==> src/design/ffd_pkg.sv <==
// Shared types, constants and helper functions for the fixed-frame deframer.
// No dependencies; used by every module of the block.
`default_nettype none

package ffd_pkg;

  // Frame layout: header x2, mode, id, payload bytes, CRC byte.
  localparam int unsigned EXTRA_BYTES = 8;
  localparam int unsigned STORE_DEPTH = 2 + EXTRA_BYTES;
  localparam int unsigned CRC_POS     = 4 + EXTRA_BYTES;
  localparam int unsigned POS_W       = $clog2(CRC_POS + 1);

  localparam int unsigned BYTE_W    = 8;
  localparam int unsigned PAYLOAD_W = 64;
  localparam int unsigned CNT_W     = 32;
  localparam int unsigned APB_AW    = 4;
  localparam int unsigned APB_DW    = 32;

  localparam logic [POS_W-1:0] POS_HUNT1 = POS_W'(0);
  localparam logic [POS_W-1:0] POS_HUNT2 = POS_W'(1);
  localparam logic [POS_W-1:0] POS_BODY  = POS_W'(2);
  localparam logic [POS_W-1:0] POS_CRC   = POS_W'(CRC_POS);

  localparam logic [7:0] CRC_POLY = 8'h8C;
  localparam logic [7:0] CRC_INIT = 8'hFF;

  localparam logic [7:0] HEADER_FIRST_RST  = 8'hA5;
  localparam logic [7:0] HEADER_SECOND_RST = 8'h5A;
  localparam logic [7:0] MIN_ID_RST        = 8'h01;
  localparam logic [7:0] MAX_ID_RST        = 8'h07;

  typedef enum logic [1:0] {
    ST_OK     = 2'd0,
    ST_CRC    = 2'd1,
    ST_BAD_ID = 2'd2
  } status_e;

  typedef enum logic [1:0] {
    REG_HEADER_FIRST  = 2'd0,
    REG_HEADER_SECOND = 2'd1,
    REG_MIN_ID        = 2'd2,
    REG_MAX_ID        = 2'd3
  } reg_idx_e;

  typedef struct packed {
    logic [7:0] header_first;
    logic [7:0] header_second;
    logic [7:0] min_id;
    logic [7:0] max_id;
  } cfg_t;

  // Reflected CRC-8, one byte, shift right.
  function automatic logic [7:0] crc8_step(input logic [7:0] crc, input logic [7:0] b);
    logic [7:0] c;
    c = crc ^ b;
    for (int i = 0; i < 8; i++) begin
      c = c[0] ? ((c >> 1) ^ CRC_POLY) : (c >> 1);
    end
    return c;
  endfunction

  // Increment, holding at all ones.
  function automatic logic [CNT_W-1:0] sat_inc(input logic [CNT_W-1:0] v);
    return (v == {CNT_W{1'b1}}) ? v : v + CNT_W'(1);
  endfunction

endpackage

`default_nettype wire

==> src/design/ffd_apb_regs.sv <==
// APB-style configuration registers: sync bytes and id bounds.
// Depends on ffd_pkg.
`default_nettype none

module ffd_apb_regs (
  input  wire logic                       clk_i,
  input  wire logic                       rst_ni,
  input  wire logic                       psel,
  input  wire logic                       penable,
  input  wire logic                       pwrite,
  input  wire logic [ffd_pkg::APB_AW-1:0] paddr,
  input  wire logic [ffd_pkg::APB_DW-1:0] pwdata,
  output logic      [ffd_pkg::APB_DW-1:0] prdata,
  output logic                            pready,
  output ffd_pkg::cfg_t                   cfg_o
);

  ffd_pkg::cfg_t     cfg_q;
  ffd_pkg::cfg_t     cfg_d;
  ffd_pkg::reg_idx_e idx;
  logic              wr_en;

  assign pready = 1'b1;
  assign idx    = ffd_pkg::reg_idx_e'(paddr[3:2]);
  assign wr_en  = psel & penable & pwrite & pready;

  always_comb begin
    cfg_d = cfg_q;
    if (wr_en) begin
      unique case (idx)
        ffd_pkg::REG_HEADER_FIRST:  cfg_d.header_first  = pwdata[7:0];
        ffd_pkg::REG_HEADER_SECOND: cfg_d.header_second = pwdata[7:0];
        ffd_pkg::REG_MIN_ID:        cfg_d.min_id        = pwdata[7:0];
        ffd_pkg::REG_MAX_ID:        cfg_d.max_id        = pwdata[7:0];
        default:                    cfg_d = cfg_q;
      endcase
    end
  end

  always_comb begin
    unique case (idx)
      ffd_pkg::REG_HEADER_FIRST:  prdata = ffd_pkg::APB_DW'(cfg_q.header_first);
      ffd_pkg::REG_HEADER_SECOND: prdata = ffd_pkg::APB_DW'(cfg_q.header_second);
      ffd_pkg::REG_MIN_ID:        prdata = ffd_pkg::APB_DW'(cfg_q.min_id);
      ffd_pkg::REG_MAX_ID:        prdata = ffd_pkg::APB_DW'(cfg_q.max_id);
      default:                    prdata = '0;
    endcase
  end

  always_ff @(posedge clk_i or negedge rst_ni) begin
    if (!rst_ni) begin
      cfg_q.header_first  <= ffd_pkg::HEADER_FIRST_RST;
      cfg_q.header_second <= ffd_pkg::HEADER_SECOND_RST;
      cfg_q.min_id        <= ffd_pkg::MIN_ID_RST;
      cfg_q.max_id        <= ffd_pkg::MAX_ID_RST;
    end else begin
      cfg_q <= cfg_d;
    end
  end

  assign cfg_o = cfg_q;

endmodule

`default_nettype wire

==> src/design/ffd_deframer.sv <==
// Deframing datapath: input register, header hunt, byte position, CRC,
// frame store, saturating counters and result register.
// Depends on ffd_pkg.
`default_nettype none

module ffd_deframer (
  input  wire logic                          clk_i,
  input  wire logic                          rst_ni,
  input  wire ffd_pkg::cfg_t                 cfg_i,
  input  wire logic                          in_valid_i,
  output logic                               in_stall_o,
  input  wire logic [7:0]                    rx_byte_i,
  output logic                               out_valid_o,
  input  wire logic                          out_stall_i,
  output logic [1:0]                         frame_status_o,
  output logic [7:0]                         frame_mode_o,
  output logic [7:0]                         frame_id_o,
  output logic [ffd_pkg::PAYLOAD_W-1:0]      payload_o,
  output logic [ffd_pkg::CNT_W-1:0]          good_frames_o,
  output logic [ffd_pkg::CNT_W-1:0]          crc_errors_o,
  output logic [ffd_pkg::CNT_W-1:0]          bad_id_frames_o
);

  // Input register
  logic                     in_valid_q;
  logic [7:0]               in_byte_q;

  // Frame state
  logic [ffd_pkg::POS_W-1:0] pos_q, pos_d;
  logic [7:0]                crc_q, crc_d;
  logic [7:0]                store_q [ffd_pkg::STORE_DEPTH];
  logic                      store_we;

  logic [ffd_pkg::CNT_W-1:0] good_q, good_d;
  logic [ffd_pkg::CNT_W-1:0] crc_err_q, crc_err_d;
  logic [ffd_pkg::CNT_W-1:0] bad_id_q, bad_id_d;

  // Result register
  logic                           out_valid_q;
  ffd_pkg::status_e               status_q, status_d;
  logic [7:0]                     mode_q;
  logic [7:0]                     id_q;
  logic [ffd_pkg::PAYLOAD_W-1:0]  payload_q, payload_d;

  logic is_last;
  logic out_free;
  logic advance;
  logic fire;
  logic id_ok;
  logic crc_ok;

  assign is_last  = (pos_q == ffd_pkg::POS_CRC);
  assign out_free = !out_valid_q || !out_stall_i;
  // Bytes that close no frame never wait on the result side.
  assign advance  = in_valid_q && (!is_last || out_free);
  assign fire     = advance && is_last;

  assign in_stall_o = in_valid_q && !advance;

  always_ff @(posedge clk_i or negedge rst_ni) begin
    if (!rst_ni) begin
      in_valid_q <= 1'b0;
    end else if (!in_stall_o) begin
      in_valid_q <= in_valid_i;
    end
  end

  always_ff @(posedge clk_i) begin
    if (in_valid_i && !in_stall_o) begin
      in_byte_q <= rx_byte_i;
    end
  end

  assign crc_ok = (in_byte_q == crc_q);
  assign id_ok  = (store_q[1] >= cfg_i.min_id) && (store_q[1] <= cfg_i.max_id);

  // Position and CRC update
  always_comb begin
    pos_d    = pos_q;
    crc_d    = crc_q;
    store_we = 1'b0;
    if (advance) begin
      if (pos_q == ffd_pkg::POS_HUNT1) begin
        if (in_byte_q == cfg_i.header_first) begin
          crc_d = ffd_pkg::crc8_step(ffd_pkg::CRC_INIT, in_byte_q);
          pos_d = ffd_pkg::POS_HUNT2;
        end
      end else if (pos_q == ffd_pkg::POS_HUNT2) begin
        if (in_byte_q == cfg_i.header_second) begin
          crc_d = ffd_pkg::crc8_step(crc_q, in_byte_q);
          pos_d = ffd_pkg::POS_BODY;
        end else if (in_byte_q == cfg_i.header_first) begin
          // Repeated first sync byte: restart the CRC, stay put.
          crc_d = ffd_pkg::crc8_step(ffd_pkg::CRC_INIT, in_byte_q);
        end else begin
          pos_d = ffd_pkg::POS_HUNT1;
        end
      end else if (pos_q < ffd_pkg::POS_CRC) begin
        store_we = 1'b1;
        crc_d    = ffd_pkg::crc8_step(crc_q, in_byte_q);
        pos_d    = pos_q + ffd_pkg::POS_W'(1);
      end else begin
        pos_d = ffd_pkg::POS_HUNT1;
        crc_d = ffd_pkg::CRC_INIT;
      end
    end
  end

  always_ff @(posedge clk_i or negedge rst_ni) begin
    if (!rst_ni) begin
      pos_q <= ffd_pkg::POS_HUNT1;
      crc_q <= ffd_pkg::CRC_INIT;
    end else begin
      pos_q <= pos_d;
      crc_q <= crc_d;
    end
  end

  always_ff @(posedge clk_i) begin
    for (int k = 0; k < int'(ffd_pkg::STORE_DEPTH); k++) begin
      if (store_we && (pos_q == ffd_pkg::POS_W'(k + 2))) begin
        store_q[k] <= in_byte_q;
      end
    end
  end

  // Status and counters
  always_comb begin
    good_d    = good_q;
    crc_err_d = crc_err_q;
    bad_id_d  = bad_id_q;
    if (!crc_ok) begin
      status_d  = ffd_pkg::ST_CRC;
      crc_err_d = ffd_pkg::sat_inc(crc_err_q);
    end else if (id_ok) begin
      status_d = ffd_pkg::ST_OK;
      good_d   = ffd_pkg::sat_inc(good_q);
    end else begin
      status_d = ffd_pkg::ST_BAD_ID;
      bad_id_d = ffd_pkg::sat_inc(bad_id_q);
    end
  end

  always_comb begin
    payload_d = '0;
    for (int l = 0; l < 8; l++) begin
      if (l < int'(ffd_pkg::EXTRA_BYTES)) begin
        payload_d[8*l +: 8] = store_q[2 + l];
      end
    end
  end

  always_ff @(posedge clk_i or negedge rst_ni) begin
    if (!rst_ni) begin
      good_q      <= '0;
      crc_err_q   <= '0;
      bad_id_q    <= '0;
      out_valid_q <= 1'b0;
    end else begin
      if (fire) begin
        good_q    <= good_d;
        crc_err_q <= crc_err_d;
        bad_id_q  <= bad_id_d;
      end
      out_valid_q <= fire || (out_valid_q && out_stall_i);
    end
  end

  always_ff @(posedge clk_i) begin
    if (fire) begin
      status_q  <= status_d;
      mode_q    <= store_q[0];
      id_q      <= store_q[1];
      payload_q <= payload_d;
    end
  end

  assign out_valid_o     = out_valid_q;
  assign frame_status_o  = status_q;
  assign frame_mode_o    = mode_q;
  assign frame_id_o      = id_q;
  assign payload_o       = payload_q;
  assign good_frames_o   = good_q;
  assign crc_errors_o    = crc_err_q;
  assign bad_id_frames_o = bad_id_q;

endmodule

`default_nettype wire

==> src/design/fixed_frame_deframer_crc8_top.sv <==
// Top level of the fixed-length frame deframer with CRC-8 check.
// Depends on ffd_pkg, ffd_apb_regs and ffd_deframer.
//
//   channel   | handshake                  | payload
//   ----------+----------------------------+-------------------------------------
//   rx in     | in_valid_i / in_stall_o    | rx_byte_i
//   result out| out_valid_o / out_stall_i  | frame_status_o .. bad_id_frames_o
//   config    | psel/penable/pwrite/pready | paddr, pwdata, prdata
//
// One byte beat is taken every cycle while in_stall_o is low: the beat is held
// in the input register, then a single pass (hunt compare, one CRC-8 byte step,
// store write or CRC and id compare plus saturating increment) lands in the
// state and result registers. Only the CRC byte of a frame needs the result
// register free, so a stalled result holds back input only when the next beat
// closes another frame. Reset returns to the hunt for the first sync byte, CRC
// at 0xFF, counters cleared and registers at their defaults.
`default_nettype none

module fixed_frame_deframer_crc8_top (
  input  wire logic                          clk_i,
  input  wire logic                          rst_ni,
  // Configuration
  input  wire logic                          psel,
  input  wire logic                          penable,
  input  wire logic                          pwrite,
  input  wire logic [ffd_pkg::APB_AW-1:0]    paddr,
  input  wire logic [ffd_pkg::APB_DW-1:0]    pwdata,
  output logic      [ffd_pkg::APB_DW-1:0]    prdata,
  output logic                               pready,
  // Byte input
  input  wire logic                          in_valid_i,
  output logic                               in_stall_o,
  input  wire logic [7:0]                    rx_byte_i,
  // Frame results
  output logic                               out_valid_o,
  input  wire logic                          out_stall_i,
  output logic [1:0]                         frame_status_o,
  output logic [7:0]                         frame_mode_o,
  output logic [7:0]                         frame_id_o,
  output logic [ffd_pkg::PAYLOAD_W-1:0]      payload_o,
  output logic [ffd_pkg::CNT_W-1:0]          good_frames_o,
  output logic [ffd_pkg::CNT_W-1:0]          crc_errors_o,
  output logic [ffd_pkg::CNT_W-1:0]          bad_id_frames_o
);

  // Live register values; the user must write them only while the datapath is idle, the block does not enforce it.
  ffd_pkg::cfg_t cfg;

  ffd_apb_regs u_regs (
    .clk_i   (clk_i),
    .rst_ni  (rst_ni),
    .psel    (psel),
    .penable (penable),
    .pwrite  (pwrite),
    .paddr   (paddr),
    .pwdata  (pwdata),
    .prdata  (prdata),
    .pready  (pready),
    .cfg_o   (cfg)
  );

  // Hunt, gather, check and count.
  ffd_deframer u_deframer (
    .clk_i           (clk_i),
    .rst_ni          (rst_ni),
    .cfg_i           (cfg),
    .in_valid_i      (in_valid_i),
    .in_stall_o      (in_stall_o),
    .rx_byte_i       (rx_byte_i),
    .out_valid_o     (out_valid_o),
    .out_stall_i     (out_stall_i),
    .frame_status_o  (frame_status_o),
    .frame_mode_o    (frame_mode_o),
    .frame_id_o      (frame_id_o),
    .payload_o       (payload_o),
    .good_frames_o   (good_frames_o),
    .crc_errors_o    (crc_errors_o),
    .bad_id_frames_o (bad_id_frames_o)
  );

endmodule

`default_nettype wire
==> config.mk <==
export PLATFORM = sky130hd
export DESIGN_NAME = fixed_frame_deframer_crc8_top
export DESIGN_NICKNAME = d
export VERILOG_FILES = /design/src/design/ffd_pkg.sv /design/src/design/ffd_apb_regs.sv /design/src/design/ffd_deframer.sv /design/src/design/fixed_frame_deframer_crc8_top.sv
export SDC_FILE = /design/constraint.sdc
export NUM_CORES = 1
export LEC_CHECK = 0
export ABC_AREA = 1
export BUFFER_PORTS_ARGS = -buffer_cell sky130_fd_sc_hd__buf_2
export CORE_MARGIN = 10
export CORE_UTILIZATION = 40
export DETAILED_ROUTE_END_ITERATION = 10
export SETUP_SLACK_MARGIN = 0.02
export SYNTH_ARGS = -nofsm -noshare
export SYNTH_HDL_FRONTEND = slang
export SYNTH_SLANG_ARGS = --single-unit
==> constraint.sdc <==
create_clock -name clk_i -period 2.9 [get_ports clk_i]
set_input_delay 0 -clock clk_i [delete_from_list [all_inputs] [get_ports clk_i]]
set_output_delay 0 -clock clk_i [all_outputs]
set_load 0.005 [all_outputs]
==> results of run 1 <==
what timing repair did:
item                                    in CTS  in global routing
hold buffers                                20                  0
gates resized for setup                      0                  2
hold endpoints to repair                   164                  0
endpoints found under the setup margin       0                 34
power groups by stage:
stage	registers (mW)	logic [mW]	clock network (mW)
global route	5.26	1.99	5.32
CTS	5.22	1.72	5.16
detailed placement	5.31	1.67	0
floorplan	5.23	1.24	0
finish	5.23	1.72	5.05
global placement	5.30	1.63	0
final cells by class:
type,count,area (µm²),area share (%)
timing repair buffer,262,1550,8.58
multi-input combinational,1061,5300,29.4
clock inverter,19,332,1.84
sequential,312,8680,48.1
antenna,1,2.50,0.0139
inverter,148,559,3.10
tap,468,586,3.25
clock buffer,47,1030,5.74
worst reg2reg max path, stage by stage, from the launching register on:
cell     delay [ns]
dfrtp_1        0.42
inv_1          0.11
ha_1           0.22
inv_1          0.14
nor3_2         0.09
nor2_4         0.26
nand3_1        0.30
inv_4          0.20
nand3_2        0.10
buf_4          0.22
nor2_1         0.24
nand2_1        0.08
nand2_1        0.06
nand2_1        0.05
cell families after synthesis:
family	synth area share, %
flip-flops	58.6
AND/OR/NAND/NOR	22.4
AO/OA/AOI/OAI	3.84
XOR/XNOR	6.79
buffers and inverters	6.30
adder cells (fa/ha/maj)	1.94
other	0.0507
layer usage:
layer / vias up / global-route usage (%)
met4: 0 / 5.42
li1: 5557 / -
met1: 5288 / 22.1
met3: 74 / 3.34
met2: 297 / 27.8
met5: - / 0
metrics by stage:
| step | setup WS (ns) | utilization (%) |
|---|---|---|
| after global routing | 0.0199 | 49.3 |
| after floorplan | 0.294 | - |
| final | 0.292 | 49.3 |
| after detailed placement | 0.181 | 44.9 |
| after CTS | 0.139 | 49.2 |
| after global placement | 0.237 | 44.9 |
cell usage in the layout (no fill, tap or decap), drive strengths merged, types with 7 or more instances in the layout:
master,count
nand4,27
nand3,51
nor3,64
nand2,530
nor2,103
buf,243
ha,23
edfxtp,170
conb,25
inv,148
clkbuf,47
dfstp,20
dlygate4sd3,19
xor2,82
xnor2,32
clkinv,8
a21oi,12
bufinv,7
dfrtp,122
o21ai,81
worst max path at each step:
stage,cells past startpoint,to,slack [ns]
2_1_floorplan,11,u_deframer.crc_errors_o[3],0.29
3_3_place_gp,10,u_deframer.bad_id_frames_o[14],0.24
3_5_place_dp,9,u_deframer.bad_id_frames_o[11],0.18
4_1_cts,9,u_deframer.bad_id_frames_o[11],0.14
5_1_grt,13,u_deframer.crc_errors_o[4],0.02
6_report,13,u_deframer.crc_errors_o[4],0.29
registers in the layout, summed over array words and instances (netlist names):
name / flops
u_deframer.in_byte_q: 8
u_deframer.crc_errors_o: 32
u_deframer.bad_id_frames_o: 32
u_deframer.out_valid_o: 1
u_deframer.store_q: 80
u_deframer.good_frames_o: 32
frame_mode_o: 8
u_deframer.frame_status_o: 2
frame_id_o: 1
payload_o: 64
u_regs.cfg_o: 32
u_deframer.crc_q: 8
u_deframer.pos_q: 4
u_deframer.frame_id_o: 7
u_deframer.in_valid_q: 1
==> metrics, run 1 <==
WL/cell=around 17 µm; worst slew pin tran=just under 0.6 ns; WL final=roughly 39000 µm; TritonCTS clock tree=built; clk buf depth=3; clk_skew=about 0.033 ns; GRT Resource Usage Total=between 10% and 20%; Net Sw Frac=26.8%; metal2 WL=18400 µm; max cap viols=0; Finished Layout Cells=between 2000 and 2500; Worst Path Arrival=3.04 ns; Overflow after GRT=0; crit path cell chain=inv_1 -> ha_1 -> inv_1 -> nor3_2 -> nor2_4 -> nand3_1 -> inv_4 -> nand3_2 -> buf_4 -> nor2_1 -> nand2_1 -> nand2_1 -> nand2_1; most numerous cell in the Yosys netlist=nand2_1; minimum hold slack=0.0899 ns; WP buf/inv=4; Starting Density=about two fifths; placed cells=2230; FF-to-FF Start=u_deframer.pos_q[0]; Worst path max stage delay=between 0.4 and 0.5 ns; dpl cell area=around 16000 µm²; Worst setup EP type=flop; Die Area=45100 µm²; I/O Pins=264; CTS root buf=clkbuf_16; first-pass GRT wire length=just over 60000 µm; met3 wire length=2080 µm; Crit. Startpoint=u_deframer.pos_q[0]; EDFF count, synth=170; HPWL after DPL=28300 µm; dominant cells by area after synthesis=edfxtp_1 34%, dfrtp_1 21%, nand2_1 13%; clk_lat worst skew=0.55 ns; CP dominant cell by count=nand2_1; initial antenna violation count=1; Comb pwr share=14.3%; Post-CTS Repair Setup Buffers=0; CTS H-Tree Depth=2; via count=11200; vias in the first global route=11100; Final Wtd Congestion=roughly 0.93; RSZ-0062 raised after global routing=yes; die width=212 µm; cts bufs inserted=36; async set-or-reset flop fraction in the synthesized netlist=between 40% and 50%; area delta synth->final=21.8%; synth unique cells=44; Worst R2R Path Depth=13; Mapped Area=14800 µm²; Final setup viols=0; Post-synth top flop=edfxtp_1; Tot Pwr=12.0 mW; uppermost layer routed=met4; Worst setup SP type=flop; reg-to-reg setup timing slack=0.29 ns; sequential cell fraction of total power=43.6%; nets@finish=between 1500 and 2000; Hold Vio Cnt, Final=0; Int Pwr=8.79 mW; sequential fraction of the synthesis area=58.6%; syn avg cell area=9.54 µm²; power density over the cells=approximately 670 nW/µm²; Vias/cell=4.84; die height=212 µm; met1 WL=approximately 18000 µm; fmax=0.383 GHz; Slew HR=60.6%; post-synth top area cell=edfxtp_1; Remaining DRCs=0; final instance area=18000 µm²; Clock power frac=42.1%; Psw=3.21 mW; Pleak=7.95 nW; Seq cells post-synth=roughly 310; fill count=approximately 3400; max-slew violations=0; critical path class=reg -> reg; status=finished, final reports clean; yosys warns=0; HP Class=in -> async; peak supply drop=roughly 0.42 mV; Commonest cells post-synth=529 x nand2_1, 170 x edfxtp_1, 133 x inv_1; CP Data Required Time=3.33 ns; Tmin final=2.61 ns; post-route ant nets=0; Core ar.=36600 µm²; largest net degree at the start of global routing=81; DRT Pass-1 Iters=5; setup tns final=0 ns; # rows=70; Clock Pin Slew Worst Setup and Hold Paths=0.07 ns; worst r2r dst=u_deframer.crc_errors_o[4]; share of layout cells above drive strength 1=19.1%; Final period util=89.9%; slowest CP cell=dfrtp_1; Initial DRC Count=864; family with the most delay on the worst path=simple AND/OR/NAND/NOR gates; top cell type's share of synthesized area=34.5%; clk sinks=around 310; Critical Path Fanout Max=21; Port Buf Inserts=between 200 and 250; synthesized instance count=between 1500 and 2000
No activity file was read; power rests on OpenSTA's default activity.
==> inputs of run 2 (changes only) <==
- CORE_UTILIZATION: 40 -> 50
- PLACE_DENSITY: unset -> 0.75
==> metrics, run 2 (synthesis gave the netlist of run 1 again) <==
HPWL after DPL=26600 µm; clk sinks=312; Core ar.=28900 µm²; Worst setup SP type=flop; Die Area=36900 µm²; fmax=0.380 GHz; # rows=62; largest reg by FF count=u_deframer.store_q; GRT Resource Usage Total=19.9%; Final Wtd Congestion=0.955; Sequential Area=around 8700 µm²; max-slew violations=0; first-pass GRT wire length=59500 µm; CTS root buf=clkbuf_16; Worst setup EP type=flop; most common cell after layout, fill and taps aside=nand2_1; Remaining DRCs=0; nets@finish=1888; slowest CP cell=nor2_4; share of layout cells above drive strength 1=18.3%; WP buf/inv=3; Initial DRC Count=847; RSZ-0062 raised after global routing=no; family with the most delay on the worst path=simple AND/OR/NAND/NOR gates; Final period util=90.7%; post-route ant nets=0; CTS H-Tree Depth=2; largest net degree at the start of global routing=82; area delta synth->final=19.2%; TritonCTS clock tree=built; Critical Path Fanout Max=16; die height=192 µm; crit path cell chain=inv_1 -> ha_1 -> inv_1 -> nor3_2 -> nor2_4 -> nand3_1 -> inv_4 -> nand3_1 -> nor2_4 -> nand2_1 -> nand2_1; clk_skew=0.0173 ns; max reg flops=80; minimum hold slack=0.108 ns; final core utilization=61.0%; WL/cell=16.9 µm; Port Buf Inserts=about 210; Slew HR=47.1%; Tot Pwr=11.3 mW; power density over the cells=639 nW/µm²; Vias/cell=5.14; cts bufs inserted=34; DRT Pass-1 Iters=5; Pleak=7.80 nW; Tmin final=2.63 ns; initial antenna violation count=1; critical path class=reg -> reg; via count=~11000; Overflow after GRT=0; Starting Density=51.2%; WL final=37600 µm; I/O Pins=approximately 260; Worst Path Arrival=3.08 ns; Hold Vio Cnt, Final=0; Clock Pin Slew Worst Setup and Hold Paths=0.06 ns; clk_lat worst skew=0.52 ns; multi-input logic area=5310 µm²; setup tns final=0 ns; worst slew pin tran=just under 0.8 ns; Final setup viols=0; status=finished, final reports clean; vias in the first global route=11200; max cap viols=0; fill count=2472; peak supply drop=0.351 mV; most frequent cells in the layout=529 x nand2_1, 211 x buf_2, 170 x edfxtp_1, 133 x inv_1, 122 x dfrtp_1; HP Class=in -> async; Worst path max stage delay=0.46 ns; CP Data Required Time=3.35 ns; clk buf depth=3; die width=a little under 200 µm
[run 2: cell count changes in the layout (fill, tap and decap cells not counted), moves of 2 or more]
cell and delta:
buf_4 -5, bufinv_16 -3, clkbuf_1 +7, clkbuf_16 -4, clkbuf_8 -4, clkinv_2 +2, clkinvlp_4 -3, inv_6 +2
[run 2: what timing repair did]
action,in CTS,in global routing
gates resized for setup,0,3
setup endpoints to repair,0,66
hold buffers,19,0
hold endpoints to repair,119,0
setup buffers,0,1
[run 2: metrics by stage]
| stage | instances | setup WS, ns | area [µm²] |
|---|---|---|---|
| floorplan | 1575 | 0.294 | 14900 |
| global placement | 2140 | 0.287 | 16300 |
| detailed placement | 2140 | 0.224 | 16300 |
| CTS | 2221 | 0.162 | 17600 |
| global route | 2225 | 0.0260 | 17600 |
| finish | 2225 | 0.269 | 17600 |
[run 2: power by group]
group / switching (mW) / internal (mW) / leakage (nW) / total [mW]
Clock: 1.78 / 2.59 / 0.544 / 4.37
Sequential: 0.242 / 4.99 / 3.35 / 5.23
Combinational: 1.08 / 0.600 / 3.91 / 1.68
[run 2: per-layer routing]
layer,up-vias,track usage [%],wire length (µm)
met4,0,6.35,1030
met1,5387,26.1,16100
met2,414,33.0,17800
met3,88,3.65,2710
met5,-,0,0
li1,5549,-,-
[run 2: final timing paths]
| path | from | endpoint | slack [ns] | cells after the start |
|---|---|---|---|---|
| max in group asynchronous | rst_ni | u_deframer.good_frames_o[30] | 2.05 | 3 |
| worst min register to register | u_deframer.store_q[6][0] | payload_o[32] | 0.41 | 0 |
| worst max-delay path | u_deframer.pos_q[0] | u_deframer.good_frames_o[1] | 0.27 | 11 |
| worst max register to register | u_deframer.pos_q[0] | u_deframer.good_frames_o[1] | 0.27 | 11 |
| min in group clk_i | rx_byte_i[2] | u_deframer.in_byte_q[2] | 0.20 | 2 |
| worst min-delay path | rst_ni | u_deframer.bad_id_frames_o[19] | 0.11 | 2 |
[run 2: final cells by class]
| cell class | count | share of cell area (%) |
|---|---|---|
| clock inverter | 16 | 1.28 |
| multi-input combinational | 1062 | 30.1 |
| timing repair buffer | 256 | 8.40 |
| clock buffer | 46 | 5.13 |
| sequential | 312 | 49.2 |
| antenna | 1 | 0.0142 |
| tap | 384 | 2.72 |
| inverter | 148 | 3.17 |
==> inputs of run 3 (changes only) <==
- HOLD_SLACK_MARGIN: unset -> 0.15
- SYNTH_HIERARCHICAL: unset -> 1
==> metrics, run 3 <==
Seq cells post-synth=~310; Net Sw Frac=28.5%; status=finished, final reports clean; clk_skew=around 0.025 ns; CTS resizes=0; # rows=64; CP dominant cell by count=nand2_1; WP buf/inv=1; first-pass GRT wire length=63300 µm; clk buf depth=3; WL/cell=16.9 µm; Critical Path Fanout Max=32; Vias/cell=between 5 and 6; power density over the cells=617 nW/µm²; die width=196 µm; final core utilization=60.2%; area delta synth->final=19.1%; Sequential Area=8680 µm²; nets@finish=1960; Core ar.=30500 µm²; CP Data Required Time=3.30 ns; largest net degree at the start of global routing=83; fill count=2573; final worst slack=0.226 ns; Mapped Area=15400 µm²; clk sinks=312; CTS H-Tree Depth=2; CTS root buf=clkbuf_16; setup tns final=0 ns; Tot Pwr=11.3 mW; peak supply drop=between 0.4 and 0.5 mV; Psw=3.23 mW; Remaining DRCs=0; Slew HR=around two fifths; HP Class=in -> reg; crit path cell chain=inv_1 -> ha_1 -> a21oi_1 -> o21ai_0 -> nand2_1 -> nand3_1 -> nand2_1 -> nand4_2 -> nand2_1 -> nand2_1; Clock Pin Slew Worst Setup and Hold Paths=0.06 ns; die height=196 µm; Tmin final=2.67 ns; sequential cell fraction of total power=46.7%; Overflow after GRT=0; synthesized instance count=1601; GRT Resource Usage Total=20.0%; family with the most delay on the worst path=simple AND/OR/NAND/NOR gates; Worst path max stage delay=about 0.72 ns; top cell type's share of synthesized area=33.1%; post-route ant nets=0; worst slew pin tran=0.889 ns; Final period util=between 90% and 100%; max-slew violations=0; Commonest cells post-synth=552 x nand2_1, 170 x edfxtp_1, 133 x inv_1; largest reg by FF count=u_deframer/store_q; critical path class=reg -> reg; Pleak=approximately 8.1 nW; slowest CP cell=nand4_2; yosys warns=6; vias in the first global route=12100; Post-synth top flop=edfxtp_1; RSZ-0062 raised after global routing=no; async set-or-reset flop fraction in the synthesized netlist=45.5%; DRT Pass-1 Iters=7; initial antenna violation count=1; Finished Layout Cells=2309; Final setup viols=0; EDFF count, synth=170; Comb pwr share=17.0%; Hold Vio Cnt, Final=0; Worst setup EP type=flop; Worst setup SP type=flop; clk_lat worst skew=0.52 ns; max reg flops=80; syn avg cell area=9.64 µm²; via count=12000; fmax=0.374 GHz; most numerous cell in the Yosys netlist=nand2_1; Clock power frac=36.3%; Worst Path Arrival=3.07 ns; Initial DRC Count=approximately 900; WL final=39100 µm; Placement Setup Slack=0.266 ns; multi-input logic area=5820 µm²; Die Area=38300 µm²; synth unique cells=45; most frequent cells in the layout=552 x nand2_1, 211 x buf_2, 170 x edfxtp_1, 129 x inv_1, 122 x dfrtp_1; TritonCTS clock tree=built; post-synth top area cell=edfxtp_1; Int Pwr=a little over 8 mW; Final Wtd Congestion=0.937; share of layout cells above drive strength 1=21.8%; max cap viols=0; most common cell after layout, fill and taps aside=nand2_1; dominant cells by area after synthesis=edfxtp_1 33%, dfrtp_1 20%, nand2_1 13%; Port Buf Inserts=212; cts bufs inserted=34; placed cells=between 2000 and 2500; sequential fraction of the synthesis area=56.3%; Starting Density=50.6%; I/O Pins=264; HPWL after DPL=27900 µm
-- run 3: changes by cell type in the layout (fill, tap and decap cells not counted), moves of 6 or more --
| cell | change |
|---|---|
| nand2_2 | +8 |
| o2111ai_1 | -6 |
| dlygate4sd3_1 | +22 |
| o21ai_2 | +45 |
| nor3_1 | -17 |
| nand2_1 | +23 |
| nor2_1 | +16 |
| o21ai_0 | -12 |
| o21ai_1 | -46 |
| xor2_1 | -9 |
| nand3_1 | +15 |
| nand4_1 | +12 |
-- run 3: power groups by stage --
stage | Sequential [mW] | Clock, mW | Combinational (mW)
finish | 5.30 | 4.12 | 1.93
global route | 5.34 | 4.41 | 2.17
CTS | 5.29 | 4.23 | 1.92
detailed placement | 5.38 | 0 | 1.84
global placement | 5.36 | 0 | 1.78
floorplan | 5.30 | 0 | 1.37
-- run 3: cells by family after synthesis --
logic type / after synthesis / synth area share [%]
compound gates: 84 / 3.93
xor+xnor: 108 / 6.18
fa+ha+maj: 23 / 1.86
buf+inv: 200 / 6.70
flops: 312 / 56.3
other cells: 2 / 0.0487
simple gates: 872 / 25.0
-- run 3: cell type report --
class	instances	area share (%)
repair buffers	281	9.57
flip-flops and latches	312	47.2
clock buffers	48	5.14
well taps	396	2.70
multi-input cells	1112	31.7
diodes	1	0.0136
clock inverters	14	0.620
inverters	145	3.03
-- run 3: worst paths after layout --
check	from	endpoint	slack [ns]	cells after the start
max	u_regs/cfg_o[1]	u_deframer/good_frames_o[7]	0.23	10
min	rx_byte_i[7]	u_deframer/in_byte_q[7]	0.24	2
max reg2reg	u_regs/cfg_o[1]	u_deframer/good_frames_o[7]	0.23	10
min reg2reg	u_deframer/store_q[4][7]	u_deframer/payload_o[23]	0.42	0
max in group asynchronous	rst_ni	u_regs/cfg_o[22]	1.90	4
min in group asynchronous	rst_ni	u_deframer/good_frames_o[23]	0.63	4
-- run 3: per-stage QoR --
step                      hold slack, ns  cell area (µm²)
after global routing               0.230            18400
after floorplan                   -0.296            15600
after detailed placement          0.0157            16900
after CTS                          0.216            18400
final                              0.236            18400
after global placement            0.0155            16900
-- run 3: layer usage --
metal  vias to the layer above  global-route usage [%]  part of all wire [%]
li1                       5741                       -                     -
met1                      5681                    25.3                    41
met2                       475                    33.4                    48
met3                        73                    4.59                   7.9
met4                         0                    6.28                   2.4
met5                         -                       0                     0
-- run 3: timing repair --
item                      in CTS  in global routing
buffers inserted               0                  0
hold endpoints to repair     174                  0
hold buffers                  42                  0
-- run 3: worst reg2reg max path: stages, from the launching register on --
cell,delay (ns)
dfstp_2,0.54
inv_1,0.04
ha_1,0.31
a21oi_1,0.14
o21ai_0,0.08
nand2_1,0.06
nand3_1,0.07
nand2_1,0.23
nand4_2,0.73
nand2_1,0.28
nand2_1,0.08
